**config.mk**
```make
export PLATFORM = sky130hd
export DESIGN_NAME = mma_front
export DESIGN_NICKNAME = d
export VERILOG_FILES = /design/src/hdl/memory_to_memory_alu_assert.svh /design/src/hdl/mma_pkg.sv /design/src/hdl/mma_front.sv
export SDC_FILE = /design/constraint.sdc
export NUM_CORES = 1
export LEC_CHECK = 0
export BUFFER_PORTS_ARGS = -buffer_cell sky130_fd_sc_hd__buf_2
export CORE_AREA = 2 2 71 73
export DETAILED_ROUTE_END_ITERATION = 16
export DIE_AREA = 0 0 73 75
export PLACE_DENSITY = 0.76
export SYNTH_ARGS = -nofsm -noshare
export SYNTH_HDL_FRONTEND = slang
export SYNTH_SLANG_ARGS = --single-unit
export TNS_END_PERCENT = 10
```
**constraint.sdc**
```tcl
create_clock -name vclk -period 2
set_input_delay 0.6 -clock vclk [all_inputs]
set_output_delay 0.6 -clock vclk [all_outputs]
set_load 0.005 [all_outputs]
```
**src/hdl/memory_to_memory_alu_assert.svh**
```systemverilog
// Assertion macros used by the RTL in mma_back.
`ifndef MEMORY_TO_MEMORY_ALU_ASSERT_SVH
`define MEMORY_TO_MEMORY_ALU_ASSERT_SVH
`ifndef ASSERT_OFF
`define ASSERT_IMPLIES(label, clk, rst, ante, cons) \
   label: assert property (@(posedge clk) disable iff (rst) (ante) |-> (cons)) \
      else $error("assertion failed");
`define ASSERT_NEXT(label, clk, rst, ante, cons) \
   label: assert property (@(posedge clk) disable iff (rst) (ante) |=> (cons)) \
      else $error("assertion failed");
`else
`define ASSERT_IMPLIES(label, clk, rst, ante, cons)
`define ASSERT_NEXT(label, clk, rst, ante, cons)
`endif
`endif

```
**src/hdl/mma_pkg.sv**
```systemverilog
`timescale 1ns / 1ps
`default_nettype none
package mma_pkg;

   localparam logic [4:0] OP_LOADIMM = 5'd0;
   localparam logic [4:0] OP_MOVE    = 5'd1;
   localparam logic [4:0] OP_ADD     = 5'd2;
   localparam logic [4:0] OP_SUB     = 5'd3;
   localparam logic [4:0] OP_MUL     = 5'd4;
   localparam logic [4:0] OP_DIV     = 5'd5;
   localparam logic [4:0] OP_MOD     = 5'd6;
   localparam logic [4:0] OP_AND     = 5'd7;
   localparam logic [4:0] OP_OR      = 5'd8;
   localparam logic [4:0] OP_NOT     = 5'd9;
   localparam logic [4:0] OP_XOR     = 5'd10;
   localparam logic [4:0] OP_SHR     = 5'd11;
   localparam logic [4:0] OP_SHL     = 5'd12;
   localparam logic [4:0] OP_EQ      = 5'd13;
   localparam logic [4:0] OP_GT      = 5'd14;
   localparam logic [4:0] OP_LT      = 5'd15;
   localparam logic [4:0] OP_MAX     = 5'd16;
   localparam logic [4:0] OP_MIN     = 5'd17;
   localparam logic [4:0] OP_READ    = 5'd18;
   localparam logic [4:0] OP_WRITE   = 5'd19;

   localparam logic [2:0] ERR_NONE     = 3'd0;
   localparam logic [2:0] ERR_ADDR     = 3'd1;
   localparam logic [2:0] ERR_DIV_ZERO = 3'd2;
   localparam logic [2:0] ERR_DIV_OVF  = 3'd3;
   localparam logic [2:0] ERR_SHIFT    = 3'd4;

   localparam logic       REG_WORDS_IN_USE = 1'b0;
   localparam logic [8:0] WORDS_RESET      = 9'd256;

   localparam int QUEUE_DEPTH = 2;
   localparam int DIV_STEPS   = 64;

   typedef struct packed {
      logic        [4:0]  operation;
      logic        [7:0]  dest_addr;
      logic        [7:0]  src_addr;
      logic signed [63:0] immediate;
   } req_type;

   typedef struct packed {
      logic signed [63:0] read_data;
      logic               condition;
      logic        [2:0]  error_code;
   } rsp_type;

   typedef struct packed {
      req_type req;
      logic    dest_bad;
      logic    src_bad;
   } work_type;

   typedef struct packed {
      logic full;
      logic empty;
   } q_status_type;

   typedef enum logic [2:0] {
      BK_CLEAR,
      BK_IDLE,
      BK_EXEC,
      BK_MUL1,
      BK_MUL2,
      BK_DIV,
      BK_DIV_FIX
   } back_state_type;

endpackage
`default_nettype wire

```
**src/hdl/mma_front.sv**
```systemverilog
`timescale 1ns / 1ps
`default_nettype none
module mma_front #(
   parameter int STORE_WORDS = 256
) (
   input  wire                    start,
   input  mma_pkg::req_type       req_item,
   input  wire  [8:0]             words_in_use,
   input  mma_pkg::q_status_type  q_status,
   input  wire                    clearing,
   output logic                   busy,
   output logic                   push,
   output mma_pkg::work_type      work
);
   import mma_pkg::*;

   logic uses_src;

   function automatic logic addr_ok(input logic [7:0] a, input logic [8:0] limit);
      addr_ok = ({1'b0, a} < limit) && (32'(a) < STORE_WORDS);
   endfunction

   always_comb begin
      uses_src = !(req_item.operation == OP_LOADIMM || req_item.operation == OP_NOT ||
                   req_item.operation >= OP_READ);
      busy          = clearing || q_status.full;
      push          = start && !busy;
      work.req      = req_item;
      work.dest_bad = !addr_ok(req_item.dest_addr, words_in_use);
      work.src_bad  = uses_src && !addr_ok(req_item.src_addr, words_in_use);
   end

endmodule
`default_nettype wire

```
==> flow_metrics.env <==
export IMPL_path_delay_family="compound AO/OA/AOI/OAI gates"
export IMPL_swShare=0.414
export IMPL_drive_above_1_share=0.754
export IMPL_vias=703
export IMPL_detail_route_vias_per_cell=4.18
export IMPL_worst_slack_ps=-266
export IMPL_yosysWarningCount=0
export IMPL_drt_total_wl_um=2220
export IMPL_ys_seq_area_frac=0
export IMPL_synth_area_um2=1020
export IMPL_fp_dieH_um=75
export IMPL_syn_avg_cell_area_um2=7.65
export IMPL_port_buffers=58
export IMPL_fin_util=0.212
export IMPL_hpwl_um=1940
export IMPL_grt_pass1_wl_um=3010
export IMPL_fin_crit_sh=1.13
export IMPL_synth_cell_types=20
export IMPL_failed_checks="setup timing"
export IMPL_nClkBuffers=0
export IMPL_critPathSlowestCell="a221oi_4"
export IMPL_post_cts_buffers=0
export IMPL_status="finished with violations"
export IMPL_power_frac_seq=0
export IMPL_critPathMaxFanout=2
export IMPL_grt_max_degree=4
export IMPL_peakVddDrop_uv=45.3
export IMPL_fmax_ghz=0.441
export IMPL_grt_ovfl_total=0
export IMPL_slew_headroom=0.859
export IMPL_dpl_instance_area_um2=843
export IMPL_antenna_cells=0
export IMPL_rsz0062_at_grt="yes"
export IMPL_layout_common_cells="buf_2 (47), buf_6 (10), ha_1 (8)"
export IMPL_areaGrowthSynthToFinish_pct=-3.42
export IMPL_finalSetupTns_ps=-526
export IMPL_yosys_top_cells_area="buf_4 (62%), ha_1 (17%), inv_1 (3.3%)"
export IMPL_critPathMaxStageDelay_ps=260
export IMPL_drt_iter0_markers=1
export IMPL_crit_type="in2out"
export IMPL_endpoint_kind="primary output"
export IMPL_required_ps=1400
export IMPL_netlist_instances=134
export IMPL_crit_arrival_ps=1670
export IMPL_p_clk_frac=0
export IMPL_nFlopsAndLatches=0
export IMPL_maxCapViolCount=0
export IMPL_grt_usage=0.0696
export IMPL_hold_viol_final=0
export IMPL_combPwrFrac=1.000
export IMPL_min_delay_start="req_item[8]"
export IMPL_period_minus_slack_ps=2270
export IMPL_synth_top_area_cell="buf_4"
export IMPL_die_x_um=73
export IMPL_cp_cell_sequence="buf_6, inv_4, ha_4, a21o_1, a221oi_4, a211oi_2, buf_2"
export IMPL_rows=25
export IMPL_remaining_drc_errors=0
export IMPL_intPower_uw=120
export IMPL_wl_per_cell_um=13.2
export IMPL_final_nets=228
export IMPL_p_per_area_nw_per_um2=206
export IMPL_hold_path_class="in2out"
export IMPL_design_area_um2=990
export IMPL_antenna_found_initial=0
export IMPL_start_util=0.220
export IMPL_synth_top_cell_area_share=0.623
export IMPL_gp_congestion=0.668
export IMPL_cellLeakagePower_nw=0.533
export IMPL_syn_nets=246
export IMPL_ant_nets=0
export IMPL_grt_pass1_vias=640
export IMPL_tightestPinTransition_ps=212
export IMPL_switching_power_uw=84.6
export IMPL_final_common_cell="buf_2"
export IMPL_regArea_um2=0
export IMPL_startpoint_type="primary input"
export IMPL_min_to="work[10]"
export IMPL_maxSlewViolCount=0
export IMPL_crit_buf_inv=3
export IMPL_finalSetupViolations=2
export IMPL_drtPass1Iterations=2
export IMPL_hold_depth=0
export IMPL_core_area_um2=4660
export IMPL_floorplan_die_area_um2=5480
export IMPL_boundaryPins=187
-- cell families (layout without fill, tap and decap cells) --
group / after synthesis / in the layout / share of synthesized area
AND/OR/NAND/NOR: 11 / 11 / 0.0659
multiplexers: 1 / 1 / 0.00977
buffers and inverters: 94 / 74 / 0.656
adder cells (fa/ha/maj): 14 / 14 / 0.171
AO/OA/AOI/OAI: 14 / 14 / 0.0977
-- final cells by class --
type / count / area (µm²)
timing repair buffer: 65 / 415
inverter: 9 / 38.8
tap: 54 / 67.6
fill: 518 / 3670
multi-input combinational: 40 / 468
-- metrics by stage --
step	instances	hold slack (ps)	setup WS, ps	power, mW
2_1_floorplan	134	1220	-35.6	0.207
3_3_place_gp	168	1200	-313	0.167
3_5_place_dp	168	1200	-348	0.172
4_1_cts	168	1200	-316	0.186
5_1_grt	168	1200	-343	0.232
6_report	168	1200	-266	0.204
-- power by group through the flow --
| stage | Clock (mW) | Combinational (mW) | Sequential, mW |
|---|---|---|---|
| 6_report | 0 | 0.204 | 0 |
| 5_1_grt | 0 | 0.232 | 0 |
| 4_1_cts | 0 | 0.186 | 0 |
| 3_5_place_dp | 0 | 0.172 | 0 |
| 3_3_place_gp | 0 | 0.167 | 0 |
| 2_1_floorplan | 0 | 0.207 | 0 |
-- layer usage --
layer  track usage  up-vias  wire length [µm]
li1              -      311                 -
met1        0.0616      292               663
met2         0.125       70              1090
met3        0.0228       30               305
met4        0.0638        0               162
met5             0        -                 0
-- Yosys cell counts --
master and number:
and3_2 1, or2_2 1, o21ai_0 1, ha_1 14, buf_4 85, mux2i_1 1
inv_1 9, and3_1 1, nand4_1 2, o22a_1 1, o21ai_2 1, a21oi_1 3
nor2b_1 1, a221oi_1 2, nand2_1 2, a21o_1 4, nor2b_4 1, a211oi_1 1
a21boi_0 1, nor2_1 2
-- how the worst max path moves through the flow --
stage	from	to	cells after the start
floorplan	words_in_use[7]	work[1]	5
global placement	words_in_use[7]	work[0]	7
detailed placement	words_in_use[2]	work[0]	8
CTS	words_in_use[2]	work[0]	8
global route	req_item[78]	work[1]	6
finish	words_in_use[4]	work[0]	7
-- what timing repair did --
action,in CTS,in global routing
hold buffers,0,0
hold endpoints to repair,0,0
resized for setup,12,18
pin swaps,7,14
endpoints found under the setup margin,2,2
(Power assumes the default switching activity.)
