[config.mk]
export PLATFORM = sky130hd
export DESIGN_NAME = mma_queue
export DESIGN_NICKNAME = d
export VERILOG_FILES = /design/src/hdl/memory_to_memory_alu_assert.svh /design/src/hdl/mma_pkg.sv /design/src/hdl/mma_queue.sv
export SDC_FILE = /design/constraint.sdc
export NUM_CORES = 1
export LEC_CHECK = 0
export BUFFER_PORTS_ARGS = -buffer_cell sky130_fd_sc_hd__clkbuf_2
export CORE_MARGIN = 5
export CORE_UTILIZATION = 50
export DETAILED_ROUTE_END_ITERATION = 8
export PLACE_DENSITY = 0.77
export RECOVER_POWER = 50
export SYNTH_ARGS = -nofsm -noshare
export SYNTH_HDL_FRONTEND = slang
export SYNTH_SLANG_ARGS = --single-unit
[constraint.sdc]
create_clock -name clock -period 10.7 [get_ports clock]
set_clock_uncertainty 0.2 [all_clocks]
set_input_delay 2.14 -clock clock [delete_from_list [all_inputs] [get_ports clock]]
set_output_delay 2.14 -clock clock [all_outputs]
set_load 0.03 [all_outputs]
[src/hdl/memory_to_memory_alu_assert.svh]
// Assertion macros used by the RTL in mma_back.
`ifndef MEMORY_TO_MEMORY_ALU_ASSERT_SVH
`define MEMORY_TO_MEMORY_ALU_ASSERT_SVH
`ifndef ASSERT_OFF
`define ASSERT_IMPLIES(label, clk, rst, ante, cons) \
   label: assert property (@(posedge clk) disable iff (rst) (ante) |-> (cons)) \
      else $error("assertion failed");
`define ASSERT_NEXT(label, clk, rst, ante, cons) \
   label: assert property (@(posedge clk) disable iff (rst) (ante) |=> (cons)) \
      else $error("assertion failed");
`else
`define ASSERT_IMPLIES(label, clk, rst, ante, cons)
`define ASSERT_NEXT(label, clk, rst, ante, cons)
`endif
`endif

[src/hdl/mma_pkg.sv]
`timescale 1ns / 1ps
`default_nettype none
package mma_pkg;

   localparam logic [4:0] OP_LOADIMM = 5'd0;
   localparam logic [4:0] OP_MOVE    = 5'd1;
   localparam logic [4:0] OP_ADD     = 5'd2;
   localparam logic [4:0] OP_SUB     = 5'd3;
   localparam logic [4:0] OP_MUL     = 5'd4;
   localparam logic [4:0] OP_DIV     = 5'd5;
   localparam logic [4:0] OP_MOD     = 5'd6;
   localparam logic [4:0] OP_AND     = 5'd7;
   localparam logic [4:0] OP_OR      = 5'd8;
   localparam logic [4:0] OP_NOT     = 5'd9;
   localparam logic [4:0] OP_XOR     = 5'd10;
   localparam logic [4:0] OP_SHR     = 5'd11;
   localparam logic [4:0] OP_SHL     = 5'd12;
   localparam logic [4:0] OP_EQ      = 5'd13;
   localparam logic [4:0] OP_GT      = 5'd14;
   localparam logic [4:0] OP_LT      = 5'd15;
   localparam logic [4:0] OP_MAX     = 5'd16;
   localparam logic [4:0] OP_MIN     = 5'd17;
   localparam logic [4:0] OP_READ    = 5'd18;
   localparam logic [4:0] OP_WRITE   = 5'd19;

   localparam logic [2:0] ERR_NONE     = 3'd0;
   localparam logic [2:0] ERR_ADDR     = 3'd1;
   localparam logic [2:0] ERR_DIV_ZERO = 3'd2;
   localparam logic [2:0] ERR_DIV_OVF  = 3'd3;
   localparam logic [2:0] ERR_SHIFT    = 3'd4;

   localparam logic       REG_WORDS_IN_USE = 1'b0;
   localparam logic [8:0] WORDS_RESET      = 9'd256;

   localparam int QUEUE_DEPTH = 2;
   localparam int DIV_STEPS   = 64;

   typedef struct packed {
      logic        [4:0]  operation;
      logic        [7:0]  dest_addr;
      logic        [7:0]  src_addr;
      logic signed [63:0] immediate;
   } req_type;

   typedef struct packed {
      logic signed [63:0] read_data;
      logic               condition;
      logic        [2:0]  error_code;
   } rsp_type;

   typedef struct packed {
      req_type req;
      logic    dest_bad;
      logic    src_bad;
   } work_type;

   typedef struct packed {
      logic full;
      logic empty;
   } q_status_type;

   typedef enum logic [2:0] {
      BK_CLEAR,
      BK_IDLE,
      BK_EXEC,
      BK_MUL1,
      BK_MUL2,
      BK_DIV,
      BK_DIV_FIX
   } back_state_type;

endpackage
`default_nettype wire

[src/hdl/mma_queue.sv]
`timescale 1ns / 1ps
`default_nettype none
module mma_queue (
   input  wire                    clock,
   input  wire                    reset,
   input  wire                    push,
   input  mma_pkg::work_type      push_data,
   input  wire                    pop,
   output mma_pkg::work_type      head,
   output mma_pkg::q_status_type  q_status
);
   import mma_pkg::*;

   localparam int PW = (QUEUE_DEPTH > 1) ? $clog2(QUEUE_DEPTH) : 1;
   localparam int CW = $clog2(QUEUE_DEPTH + 1);

   work_type        entry_ff [QUEUE_DEPTH];
   logic [PW-1:0]   wr_ptr_ff, wr_ptr_in;
   logic [PW-1:0]   rd_ptr_ff, rd_ptr_in;
   logic [CW-1:0]   count_ff, count_in;

   function automatic logic [PW-1:0] next_ptr(input logic [PW-1:0] p);
      next_ptr = (p == PW'(QUEUE_DEPTH - 1)) ? '0 : p + 1'b1;
   endfunction

   always_comb begin
      wr_ptr_in = push ? next_ptr(wr_ptr_ff) : wr_ptr_ff;
      rd_ptr_in = pop ? next_ptr(rd_ptr_ff) : rd_ptr_ff;
      count_in  = count_ff + CW'(push) - CW'(pop);
      head      = entry_ff[rd_ptr_ff];
      q_status.full  = (count_ff == CW'(QUEUE_DEPTH));
      q_status.empty = (count_ff == '0);
   end

   always_ff @(posedge clock) begin
      if (reset) begin
         wr_ptr_ff <= '0;
         rd_ptr_ff <= '0;
         count_ff  <= '0;
      end else begin
         wr_ptr_ff <= wr_ptr_in;
         rd_ptr_ff <= rd_ptr_in;
         count_ff  <= count_in;
      end
   end

   always_ff @(posedge clock) begin
      if (push) begin
         entry_ff[wr_ptr_ff] <= push_data;
      end
   end

endmodule
`default_nettype wire

==> flow_summary_export.csv, run 1 <==
group,metric,value,unit
run_status,status,"finished with violations",
run_status,violations,"max-capacitance violations, max-slew violations",
clock_network,post_cts_buffers,0,
synth,synthFlopType,"edfxtp_1",
grt,antenna_found_initial,0,
timing,slew_viol_final,43,
grt,busiest_layer,"met2",
flow_run,drv_cap,1,
synth,synth-seq-cells,179,
die,rows,42,
worst_hold_path,hp-class,"flop to flop",
cells_and_area,post_route_cells_drive_above_1_share,45.16,%
synth,ys_warn_count,0,
worst_setup_path,arrival,5.17,ns
cells_and_area,multi_input_area,1209,µm²
cells_and_area,area_delta_synth_final,23.47,%
synth,synth_cell_types,13,
cells_and_area,utilization,62.42,%
synth,yosys.area.top_type,"edfxtp_1",
synth,syn_nets,385,
clock_network,cts_buffers,17,
worst_setup_path,startpoint_type,"primary input",
timing,rsz0062_at_grt,"no",
place,numPortBuffers,179,
clock_network,h-tree-depth,4,
drt,ant_nets,0,
synth,synth_edf_count,174,
synth,synthTopCellsByCount,"edfxtp_1, mux2_2, mux2_4",
clock_network,cts_max_path_buffers,2,
place,gp_congestion,0.7376,
synth,avgSynthCellArea,22.65,µm²
drt,vias,3270,
die,die_y,125.0,µm
synth,synth_top_area_share,78.99,%
timing,worst_slew_pin_slew,2.747,ns
power_and_ir_drop,p_leak,2.992,nW
clock_network,ctsResizeCount,0,
power_and_ir_drop,p_per_area,203.6,nW/µm²
worst_setup_path,cp-end-kind,"flop",
drt,first_iter_violations,180,
timing,setup_viol,0,
clock_network,clock_latency,0.41,ns
synth,synth.area.top_cells,"edfxtp_1, mux2_2, mux2_4",
die,design.die.area,15630,µm²
drt,vias_per_cell,4.866,
timing,worst_slack,5.382,ns
cells_and_area,final-instance-count-excl-fill,672,
synth,synth_cells,292,
synth,postSynth.asyncResetShare,0,%
drt,drc_errors,0,
grt,track_usage,14.99,%
clock_network,cts_hold_buf,0,
timing,period_needed,5.318,ns
worst_setup_path,critical_path.max_fanout,46,
synth,synth_area,6615,µm²
die,start_util,50.55,%
synth,synthMostInstantiatedCell,"edfxtp_1",
drt,wire_per_inst,16.77,µm
die,core_area,13090,µm²
cells_and_area,layout.nets,576,
clock_network,clk_pin_slew,0.06,ns
power_and_ir_drop,power,1.663,mW
timing,fin_crit_sh,49.70,%
grt,grt_overflow,0,
die,die_x,125.0,µm
synth,ys_seq_area_share,80.50,%
power_and_ir_drop,max-vdd-ir-drop,0.1214,mV
place,dp.final_hpwl,7567,µm
clock_network,ctsRootBufferMaster,"clkbuf_16",
grt,grt_pass1_wl,18070,µm
timing,max_freq,0.1880,GHz
grt,met2_usage,25.66,%
drt,routed_wl,11270,µm
timing,slew_headroom,-83.26,%
drt,drt_pre_antenna_iters,4,
place,place_ws,6.121,ns
grt,use_met1,16.41,%
grt,use_met3,6.354,%
cells_and_area,diodes,0,
place,placed_cells,640,
worst_setup_path,crit_type,"primary input to flop",
timing,hold_violations,0,
timing,final.setup.tns,0,ns
cells_and_area,regArea,5329,µm²
worst_setup_path,cp_data_required_time,10.55,ns
die,pin_count,180,
clock_network,tritoncts,"yes",
grt,grt_pass1_vias,3593,
grt,grt_max_degree,81,
cells_and_area,fill_cells,967,
clock_network,cts_num_sinks,179,
[cell families after synthesis]
family	count (synthesis)	share of synthesized area, %
multiplexers	87	16.51
buffers and inverters	12	1.343
XOR/XNOR	3	0.6053
AND/OR/NAND/NOR	9	0.6621
adder cells (fa/ha/maj)	2	0.3782
flip-flops	179	80.50
[through the flow]
step                      area, µm²  hold WS, ns
after floorplan                6615       0.2799
after global placement         7686       0.2979
after detailed placement       7686       0.3274
after CTS                      8262       0.3484
after global routing           8168       0.3872
final                          8168       0.3397
[routing by layer]
metal	part of all wire (%)	wire (µm)
met1	39	4415
met2	51	5731
met3	8.4	944
met4	1.6	180
met5	0	0
[report_power, final]
part / switching, mW / internal, mW / leakage (nW)
logic: 0.150 / 0.0844 / 1.04
registers: 0.0111 / 0.819 / 1.68
clock network: 0.235 / 0.363 / 0.272
[worst paths after layout]
path	start	to	slack (ns)	cells past startpoint
worst max-delay path	push	entry_ff[1][39]	5.38	3
worst min-delay path	rd_ptr_ff	flop	0.34	2
worst min register to register	rd_ptr_ff	flop	0.34	2
worst max register to register	wr_ptr_ff	entry_ff[1][39]	6.87	2
[layout by cell type (no fill, tap or decap), drive strengths merged]
cell type,count
xnor3,1
nor2b,3
clkbuf,198
nor2,5
clkinv,6
clkinvlp,3
dfxtp,5
edfxtp,174
xnor2,2
mux2,87
ha,2
and2,1
inv,2
buf,4
bufinv,3
[sequential cells by signal, summed over array words and instances, names as in the netlist, named ones only]
name       count
count_ff       2
entry_ff     174
rd_ptr_ff      1
wr_ptr_ff      1
[cell type report]
| type | instances | area share, % |
|---|---|---|
| Timing Repair Buffer | 182 | 10.13 |
| Inverter | 2 | 0.09191 |
| Clock inverter | 12 | 1.700 |
| Clock buffer | 20 | 5.346 |
| Sequential cell | 179 | 65.24 |
| Tap cell | 176 | 2.696 |
| Multi-Input combinational cell | 101 | 14.80 |
[worst max-delay path: stages]
cell,delay [ns]
clkbuf_1,0.17
and2_0,2.03
buf_4,0.78
(Power assumes the default switching activity.)
==> inputs of run 2 (changes only) <==
==> constraint.sdc (replaced) <==
create_clock -name clock -period 5 [get_ports clock]
set_clock_uncertainty 0.2 [all_clocks]
set_input_delay 1 -clock clock [delete_from_list [all_inputs] [get_ports clock]]
set_output_delay 1 -clock clock [all_outputs]
set_load 0.03 [all_outputs]
==> run 2 against run 1 <==
Net effect: the flow still finishes with violations (max-capacitance violations, max-slew violations); flip-flop and latch count unchanged; worst setup slack got worse by 4.3 ns; highest routed layer is now met5; final area increased by 0.12%; cell count unchanged; combinational power rose by 110%; sequential share of layout area decreased by 0.080 points; wire length is 3.7% higher; non-clock buffer count rose by 1; die area did not move; critical endpoint is now entry_ff[1][36].
==> flow_summary_export.csv, run 2 (synthesis results as in run 1) <==
group,metric,value,unit
worst_setup_path,path_cells,"clkbuf_1, and2_1, buf_4",
worst_setup_path,crit_type,"primary input to flop",
place,numPortBuffers,179,
worst_hold_path,hp-class,"flop to flop",
grt,grt_pass1_wl,18330,µm
cells_and_area,post_route_cells_drive_above_1_share,43.55,%
cells_and_area,diodes,0,
grt,antenna_found_initial,1,
cells_and_area,mostFrequentLayoutCells,"edfxtp_1, clkbuf_2, clkbuf_1",
place,dp.final_hpwl,8066,µm
clock_network,cts_num_sinks,179,
clock_network,tritoncts,"yes",
place,gp_congestion,0.7588,
worst_setup_path,cp_slowest_cell,"and2_1",
worst_setup_path,critPathMaxStageDelay,2.02,ns
timing,max_freq,0.2520,GHz
clock_network,cts_max_path_buffers,2,
die,core_area,13090,µm²
drt,wire_per_inst,17.40,µm
cells_and_area,final_common_cell,"edfxtp_1",
timing,setup_viol,0,
timing,fin_crit_sh,79.35,%
timing,worst_slew_pin_slew,2.718,ns
cells_and_area,largest_reg_flops,174,
timing,slew_headroom,-81.19,%
drt,vias,3309,
power_and_ir_drop,p_per_area,436.0,nW/µm²
worst_setup_path,critical_path.max_fanout,59,
clock_network,cts_buffers,17,
timing,rsz0062_at_grt,"no",
timing,whs,0.3122,ns
cells_and_area,regMostFlops,"entry_ff",
timing,slew_viol_final,60,
clock_network,ctsRootBufferMaster,"clkbuf_16",
worst_setup_path,arrival,3.84,ns
die,design.die.area,15630,µm²
power_and_ir_drop,max-vdd-ir-drop,0.2808,mV
flow_run,drv_cap,1,
worst_setup_path,cp_data_required_time,4.87,ns
clock_network,post_cts_buffers,0,
drt,routed_wl,11690,µm
clock_network,cts_hold_buf,0,
cells_and_area,reg_top3,"entry_ff: 174 flops, count_ff: 2 flops",
drt,drc_errors,0,
die,die_y,125.0,µm
clock_network,clk_pin_slew,0.06,ns
die,start_util,50.55,%
run_status,violations,"max-capacitance violations, max-slew violations",
grt,track_usage,15.20,%
worst_setup_path,worst-path-buf-inv,2,
worst_setup_path,startpoint_type,"primary input",
clock_network,h-tree-depth,4,
die,pin_count,180,
worst_setup_path,cp-end-kind,"flop",
drt,ant_nets,0,
clock_network,clock_latency,0.41,ns
worst_setup_path,cp_top_family,"simple AND/OR/NAND/NOR gates",
drt,first_iter_violations,179,
grt,grt_max_degree,60,
cells_and_area,area_delta_synth_final,23.62,%
grt,grt_overflow,0,
timing,final.setup.tns,0,ns
die,die_x,125.0,µm
drt,vias_per_cell,4.924,
grt,grt_pass1_vias,3610,
drt,drt_pre_antenna_iters,5,
cells_and_area,layout.nets,577,
timing,period_needed,3.968,ns
timing,hold_violations,0,
run_status,status,"finished with violations",
power_and_ir_drop,p_leak,2.979,nW
clock_network,ctsResizeCount,0,
die,rows,42,
## run 2: cell count changes in the layout (fill, tap and decap cells not counted)
cell	before	now
buf_12	0	1
clkinv_2	3	0
clkinv_4	0	2
clkinvlp_4	3	2
and2_0	1	0
and2_1	0	1
clkbuf_1	75	83
clkinv_1	3	4
buf_1	1	0
clkbuf_2	106	99
## run 2: stage by stage
stage          cells  setup WS (ns)  power (mW)  cell area, µm²  utilization (%)
4_1_cts          672          1.513       3.608            8280            63.28
2_1_floorplan    292          1.091       2.172            6618                -
6_report         672          1.032       3.566            8178            62.50
3_5_place_dp     641          1.965       2.330            7706            58.89
3_3_place_gp     641          1.966       2.313            7706            58.89
5_1_grt          672         0.7849       3.704            8178            62.50
## run 2: power breakdown
part           total [mW]  leakage [nW]  internal [mW]  switching [mW]
Clock                1.28         0.270          0.777           0.507
Sequential           1.79          1.68           1.75          0.0380
Combinational       0.490          1.03          0.181           0.309
## run 2: metal layers
layer / part of all wire [%] / GRT usage [%]
met3: 8.5 / 6.354
met4: 1.5 / 6.314
met1: 38 / 16.48
met5: 0.11 / 0
met2: 52 / 26.32
## run 2: worst paths after layout
check,start,end,slack [ns],cells past startpoint
setup / recovery,push,entry_ff[1][36],1.03,3
hold / removal,rd_ptr_ff,flop,0.31,2
setup reg to reg,wr_ptr_ff,entry_ff[1][36],1.41,2
hold reg to reg,rd_ptr_ff,flop,0.31,2
## run 2: final cells by class
class | instances | area [µm²]
Inverter | 2 | 7.507
Fill cell | 955 | 4907
Timing Repair Buffer | 183 | 838.3
Tap cell | 176 | 220.2
Multi-Input combinational cell | 101 | 1209
Clock buffer | 20 | 436.7
Clock inverter | 11 | 137.6
Sequential cell | 179 | 5329
## run 2: worst min-delay path, cell delays in order (launching register included)
cell and delay (ns):
dfxtp_1 0.32, xnor2_1 0.08, nor2_1 0.08
